===== src/design/assert_macros.svh =====
// Assertion helpers shared by the RTL modules.
// Every macro samples on clk and is disabled while rst_n is low.
`ifndef ASSERT_MACROS_SVH
`define ASSERT_MACROS_SVH

// Property that must hold at every sampled edge.
`define TCW_ASSERT_ALWAYS(lbl, prop, msg) \
    lbl: assert property (@(posedge clk) disable iff (!rst_n) (prop)) else $error(msg);

// Same-cycle implication.
`define TCW_ASSERT_IMPL(lbl, ante, cons, msg) \
    lbl: assert property (@(posedge clk) disable iff (!rst_n) (ante) |-> (cons)) \
        else $error(msg);

// Next-cycle implication.
`define TCW_ASSERT_NEXT(lbl, ante, cons, msg) \
    lbl: assert property (@(posedge clk) disable iff (!rst_n) (ante) |=> (cons)) \
        else $error(msg);

`endif


===== src/design/tcw_pkg.sv =====
`default_nettype none

package tcw_pkg;

    // Screen geometry
    localparam int COLUMNS  = 80;
    localparam int ROWS     = 25;
    localparam int TAB_STEP = 4;
    localparam int CELLS    = ROWS * COLUMNS;

    localparam int ROW_W  = $clog2(ROWS);
    localparam int COL_W  = $clog2(COLUMNS);
    localparam int ADDR_W = $clog2(CELLS);
    localparam int CHAR_W = 8;
    localparam int CELL_W = 2 * CHAR_W;

    // Character codes
    localparam logic [CHAR_W-1:0] CH_BACKSPACE = 8'd8;
    localparam logic [CHAR_W-1:0] CH_TAB       = 8'd9;
    localparam logic [CHAR_W-1:0] CH_NEWLINE   = 8'd10;
    localparam logic [CHAR_W-1:0] CH_SPACE     = 8'h20;

    // Attribute reset and blank cell after reset
    localparam logic [CHAR_W-1:0] RESET_COLOR = 8'h30;
    localparam logic [CELL_W-1:0] RESET_BLANK = {RESET_COLOR, CH_SPACE};

    // Item function codes
    localparam logic FUNC_PUT  = 1'b0;
    localparam logic FUNC_READ = 1'b1;

    typedef enum logic [2:0] {
        S_CLEAR,
        S_IDLE,
        S_ADDR,
        S_ACCESS,
        S_SCROLL,
        S_DONE
    } tcw_state_t;

    // Controller to datapath
    typedef struct packed {
        logic clear_step;
        logic load_in;
        logic calc_addr;
        logic access;
        logic scroll_step;
        logic load_out;
    } tcw_cmd_t;

    // Datapath to controller
    typedef struct packed {
        logic clear_last;
        logic scroll_need;
        logic scroll_last;
        logic out_free;
    } tcw_sts_t;

endpackage

`default_nettype wire


===== src/design/tcw_ctrl.sv =====
`default_nettype none

`include "assert_macros.svh"

module tcw_ctrl
    import tcw_pkg::*;
(
    input  wire logic     clk,
    input  wire logic     rst_n,
    input  wire logic     in_valid,
    output logic          in_ready,
    input  wire tcw_sts_t sts,
    output tcw_cmd_t      cmd
);

    tcw_state_t state_reg;
    tcw_state_t state_next;

    // State register
    always_ff @(posedge clk or negedge rst_n)
    begin
        if (!rst_n)
        begin
            state_reg <= S_CLEAR;
        end
        else
        begin
            state_reg <= state_next;
        end
    end

    // Next state and commands
    always_comb
    begin
        state_next = state_reg;
        cmd        = '0;
        in_ready   = 1'b0;
        unique case (state_reg)
            S_CLEAR:
            begin
                cmd.clear_step = 1'b1;
                if (sts.clear_last)
                begin
                    state_next = S_IDLE;
                end
            end
            S_IDLE:
            begin
                in_ready = 1'b1;
                if (in_valid)
                begin
                    cmd.load_in = 1'b1;
                    state_next  = S_ADDR;
                end
            end
            S_ADDR:
            begin
                cmd.calc_addr = 1'b1;
                state_next    = S_ACCESS;
            end
            S_ACCESS:
            begin
                cmd.access = 1'b1;
                state_next = sts.scroll_need ? S_SCROLL : S_DONE;
            end
            S_SCROLL:
            begin
                cmd.scroll_step = 1'b1;
                if (sts.scroll_last)
                begin
                    state_next = S_DONE;
                end
            end
            S_DONE:
            begin
                if (sts.out_free)
                begin
                    cmd.load_out = 1'b1;
                    state_next   = S_IDLE;
                end
            end
            default:
            begin
                state_next = S_IDLE;
            end
        endcase
    end

    // Checks
    `TCW_ASSERT_NEXT(a_scroll_follows, (state_reg == S_ACCESS) && sts.scroll_need, state_reg == S_SCROLL, "scroll not started after overflow")
    `TCW_ASSERT_IMPL(a_load_out_free, cmd.load_out, sts.out_free, "result loaded over a waiting beat")
    `TCW_ASSERT_NEXT(a_idle_after_load, cmd.load_out, in_ready, "not ready after result load")

endmodule

`default_nettype wire


===== config.mk =====
export PLATFORM = sky130hd
export DESIGN_NAME = tcw_ctrl
export DESIGN_NICKNAME = d
export VERILOG_FILES = /design/src/design/tcw_pkg.sv /design/src/design/tcw_ctrl.sv
export VERILOG_INCLUDE_DIRS = /design/src /design/src/design
export SDC_FILE = /design/constraint.sdc
export NUM_CORES = 1
export LEC_CHECK = 0
export BUFFER_PORTS_ARGS = -buffer_cell sky130_fd_sc_hd__buf_4
export CAP_MARGIN = 20
export CORE_AREA = 2 2 39 41
export DETAILED_ROUTE_END_ITERATION = 8
export DIE_AREA = 0 0 41 43
export PLACE_DENSITY = 0.53
export SLEW_MARGIN = 40
export SYNTH_ARGS = -nofsm -noshare
export SYNTH_HDL_FRONTEND = slang
export SYNTH_SLANG_ARGS = --single-unit

===== constraint.sdc =====
create_clock -name clk -period 2.5 [get_ports clk]
set_input_delay 0.25 -clock clk [delete_from_list [all_inputs] [get_ports clk]]
set_output_delay 0.25 -clock clk [all_outputs]
set_load 0.01 [all_outputs]

==> impl_metrics.toml, run 1 <==
[worst_setup_path]
arrival_ps = 1280
end_kind = "output pin"
cp-start-kind = "register"
cp_max_fo = 9
required_ps = 2250
worstSetupPathType = "register to output pin"

[route]
avgViaCountPerCell = 3.79
drtIter0Drc = 3
firstDrtPassIters = 3
wl_um = 512
ant_nets = 0
dr_total_vias = 235
wire_per_inst_um = 8.26
drc_errors = 0

[clock_tree]
path_clk_slew_ps = 40
cts_inserted_buffers = 3
cts_hold_buf = 1
cts_setup_buffers = 0
root_buffer = "clkbuf_4"
cts_sinks = 3
h-tree-depth = 1
cts_max_path_buffers = 2
cts-resized-gates = 0
clkLatencyLatePin_ps = 230
cts_tree = "built"

[timing]
setup_tns_ps = 0
fin_crit_ps = 1530
period_share_pct = 61.3
rsz0062_at_grt = "no"
drv_slew = 0
fmax_mhz = 653
hold_viol = 0
relSlewSlack_pct = 73.4
worst_pin_slew_ps = 399
skew_ps = 0.551
finalSetupViolations = 0

[synthesis]
synth_top_family_by_area = "simple AND/OR/NAND/NOR gates"
synth.distinct_cells = 17
yosys.area_share.simple_pct = 52.1
syn_inst = 31
synth-xor-area-share_pct = 0
synth_area_um2 = 264
ys_seq_area_share_pct = 28.4
synthMuxAreaShare_pct = 0
netlist_top_cells_area = "dfrtp_1 (28%), buf_6 (8.5%), nand2_1 (7.1%)"
yosys.area.top_type_share_pct = 28.4
synth_nets = 38
ys_ff_latch = 3
synth_fa_ha_area_share_pct = 0
yosysTopAreaCell = "dfrtp_1"
yosys_warnings = 0
synth_compound_area_share_pct = 9.00
syn_area_per_cell_um2 = 8.52

[final_layout]
fin_util_pct = 28.2
nets = 54
num_antenna_cells = 0
largest_reg_flops = 3
fillers = 155
area_delta_synth_final_pct = 47.9
drive_above_1_share_pct = 43.5

[die]
rows = 14
dieArea_um2 = 1760
die_x_um = 41
core_um2 = 1380
initial_core_util_pct = 19.1
num_io_pins = 14
die_y_um = 43

[placed_design]
io_buffers = 13
gp_congestion = 0.714

[power_and_ir_drop]
p_per_area_nw_per_um2 = 1170
p_int_uw = 269
leakage_nw = 0.182
combPwrFrac_pct = 51.3
switching_share_pct = 40.9
clkPwrFrac_pct = 18.3
switchingPower_uw = 186
pwr-share-seq_pct = 30.5
irDropWorstVdd_uv = 302

[global_routing]
grt_use_total_pct = 6.95
grt_max_degree = 13
grt_pass1_vias = 201
antenna_found_initial = 0
grt_pass1_wl_um = 841
grt-ovfl-total = 0

[flow_run]
cap_violations = 0

[run_status]
status = "finished, final reports clean"

[min_path]
hold_path_class = "primary input to register"
## routing by layer
metal / up-vias / GRT usage (%) / wire, um
met5: - / 0 / 0
met4: 0 / 6.00 / 0
met3: 0 / 0 / 33
met2: 8 / 7.19 / 222
li1: 131 / - / -
met1: 96 / 12.0 / 256
## cell type report
type,instances,area [um^2],area share (%)
flip-flops and latches,3,75.1,19.2
clock buffers,4,26.3,6.73
multi-input cells,25,161,41.3
repair buffers,14,108,27.6
well taps,16,20.0,5.13
## layout by cell type (no fill, tap or decap)
| cell type | n |
|---|---|
| and2_1 | 1 |
| nand2b_4 | 1 |
| dlygate4sd3_1 | 1 |
| o31ai_2 | 1 |
| clkbuf_4 | 3 |
| dfrtp_1 | 3 |
| nor2b_4 | 1 |
| nand3_1 | 1 |
| nand2b_1 | 1 |
| nor3b_1 | 1 |
| nor3b_4 | 1 |
| nor2b_1 | 3 |
| a21oi_1 | 1 |
| clkbuf_1 | 1 |
| nor2_1 | 5 |
| nand2_1 | 5 |
| o22ai_1 | 1 |
| nor3_1 | 2 |
| buf_4 | 13 |
## kinds of logic (layout without fill, tap and decap cells)
group | Yosys count | in the layout
flops | 3 | 3
buf+inv | 3 | 18
simple gates | 22 | 22
compound gates | 3 | 3
## worst max-delay path, stage by stage, from the launching register on
cell	delay, ps
dfrtp_1	510
nand2b_4	190
nor2_1	50
and2_1	170
buf_4	140
## power by group through the flow
stage | logic [mW] | registers [mW] | clock network, mW
CTS | 0.237 | 0.140 | 0.0862
floorplan | 0.237 | 0.0810 | 0
global route | 0.258 | 0.148 | 0.0899
finish | 0.233 | 0.139 | 0.0831
detailed placement | 0.234 | 0.142 | 0
global placement | 0.233 | 0.142 | 0
## Yosys cell counts
master and number:
nand2_1 5, nor2_1 5, dfrtp_1 3, nor2b_1 3, buf_6 2, nor3_1 2
a21oi_1 1, and2_1 1, buf_2 1, nand2b_1 1, nand2b_4 1, nand3_1 1
nor2b_4 1, nor3b_1 1, nor3b_4 1, o22ai_1 1, o31ai_2 1
## through the flow
stage | std cells | power, mW | worst slack (ps) | instance area, um^2 | hold WS (ps)
final | 62 | 0.455 | 968 | 390 | 295
after global routing | 62 | 0.497 | 874 | 390 | 332
after CTS | 62 | 0.463 | 948 | 390 | 293
after detailed placement | 57 | 0.376 | 1200 | 354 | 40.0
after global placement | 57 | 0.376 | 1200 | 354 | 41.1
after floorplan | 31 | 0.318 | 1250 | 264 | -45.6
## worst paths after layout
path                       cells past startpoint    startpoint      endpoint  slack, ps
max                                            4  state_reg[1]        cmd[4]        970
min                                            3      in_valid  state_reg[1]        290
max reg2reg                                    3  state_reg[2]  state_reg[0]       1370
min reg2reg                                    1  state_reg[2]  state_reg[1]        660
max in group asynchronous                      2         rst_n  state_reg[1]       2060
min in group asynchronous                      2         rst_n  state_reg[2]        350
Power figures use the tool's default switching activity.
==> run 2, diff against run 1 <==
PLACE_DENSITY = 0.54   (was 0.53)
clock period = 1.4 ns   (was 2.5 ns; I/O delays follow)
==> run 2 against run 1 <==
Final cell count up 3.2%. Clock skew rose by 1.9 ps. Non-clock buffer count grew 2. Worst hold slack lost 130 ps. Routed wire length is 14% higher. Via count rose by 8.9%. Worst setup slack lost 880 ps. Clock power rose by 85%. Final area up 4.8%. Flip-flop and latch count unchanged. Sequential power is 73% higher. First-iteration DRC count up 100%. Critical path type unchanged.
==> impl_metrics.toml, run 2 (same netlist as run 1, synthesis figures left out) <==
[run_status]
status = "finished, final reports clean"

[timing]
hold_viol = 0
fmax_mhz = 765
relSlewSlack_pct = 85.0
finalWorstSetupSlack_ps = 92.6
rsz0062_at_grt = "no"
fin_crit_ps = 1310
setup_tns_ps = 0
finalSetupViolations = 0
finalHoldWorstSlack_ps = 169
drv_slew = 0
period_share_pct = 93.4
worst_pin_slew_ps = 226
skew_ps = 2.45

[placed_design]
io_buffers = 13
pre_cts_slack_ps = 190
gp_congestion = 0.699
dp_hpwl_um = 374

[route]
drtIter0Drc = 6
wl_um = 584
firstDrtPassIters = 4
ant_nets = 0
wire_per_inst_um = 9.13
drc_errors = 0
dr_total_vias = 256
avgViaCountPerCell = 4.00

[die]
initial_core_util_pct = 19.1
rows = 14
die_y_um = 43
die_x_um = 41
num_io_pins = 14
dieArea_um2 = 1760
core_um2 = 1380

[final_layout]
final_cell_mix = "buf_4 (15), nand2_1 (5), nor2_1 (5)"
regArea_um2 = 78.8
multi_input_area_um2 = 161
area_delta_synth_final_pct = 55.0
largest_reg_flops = 3
fillers = 164
drive_above_1_share_pct = 52.1
nets = 56
fin_util_pct = 29.6
num_antenna_cells = 0
final_common_cell = "buf_4"

[min_path]
hold_path_class = "primary input to register"

[clock_tree]
path_clk_slew_ps = 40
clkLatencyLatePin_ps = 230
cts_tree = "built"
cts_inserted_buffers = 3
h-tree-depth = 1
root_buffer = "clkbuf_4"
cts_max_path_buffers = 2
cts_sinks = 3

[power_and_ir_drop]
switching_share_pct = 40.3
switchingPower_uw = 355
pwr-share-seq_pct = 27.3
combPwrFrac_pct = 55.2
p_per_area_nw_per_um2 = 2150
leakage_nw = 0.189
p_int_uw = 526
clkPwrFrac_pct = 17.5
irDropWorstVdd_uv = 734

[worst_setup_path]
required_ps = 1260
worstSetupPathType = "register to output pin"
critical_path_buf_inv_count = 1
path_cells = "nand2b_4, nor2_1, and2_1, buf_4"
arrival_ps = 1170
cp_max_fo = 5
path_delay_family = "flip-flops"
r2r_setup_slack_ps = 260
cpPeakStageDelay_ps = 430
cp-start-kind = "register"
end_kind = "output pin"
crit_slowest_cell = "dfrtp_2"

[global_routing]
grt_pass1_vias = 187
antenna_found_initial = 0
grt_use_total_pct = 7.85
grt_max_degree = 13
grt_pass1_wl_um = 855
grt-ovfl-total = 0

[flow_run]
cap_violations = 0
[run 2: worst min-delay path: stages]
cell	delay (ps)
buf_4	90
a21oi_1	50
nor2_1	80
[run 2: worst paths after layout]
check | startpoint | endpoint | cells after the start
min in group asynchronous | rst_n | state_reg[1] | 2
max in group asynchronous | rst_n | state_reg[2] | 2
hold reg to reg | state_reg[2] | state_reg[1] | 1
setup / recovery | state_reg[1] | cmd[4] | 4
setup reg to reg | state_reg[1] | state_reg[0] | 4
hold / removal | in_valid | state_reg[1] | 3
[run 2: what timing repair did]
action | in CTS | in global routing
endpoints found under the setup margin | 1 | 2
cloned | 0 | 0
hold buffers | 1 | 0
gates resized for setup | 2 | 1
endpoints found under the hold margin | 3 | 0
pin swaps | 0 | 0
buffers inserted | 0 | 2
[run 2: final cells by class]
type	instances	share of cell area, %
tap	16	4.89
multi-input combinational	25	39.4
sequential	3	19.3
clock buffer	4	6.42
timing repair buffer	16	30.0
[run 2: power by group through the flow]
stage	Combinational (mW)	Sequential, mW	Clock (mW)
after floorplan	0.423	0.145	0
after global placement	0.416	0.252	0
after detailed placement	0.416	0.253	0
after CTS	0.420	0.258	0.161
after global routing	0.527	0.251	0.174
final	0.486	0.241	0.154
[run 2: layer usage]
layer | global-route usage [%] | up-vias | part of all wire [%] | wire, um
met1 | 10.7 | 111 | 47 | 276
li1 | - | 135 | - | -
met3 | 4.71 | 0 | 7.2 | 42
met5 | 0 | - | 0 | 0
met2 | 7.50 | 10 | 45 | 265
met4 | 8.00 | 0 | 0 | 0
[run 2: per-stage QoR]
stage	instances	cell area [um^2]	power [mW]
floorplan	31	264	0.568
global placement	57	354	0.668
detailed placement	57	354	0.669
CTS	62	393	0.840
global route	64	409	0.952
finish	64	409	0.880
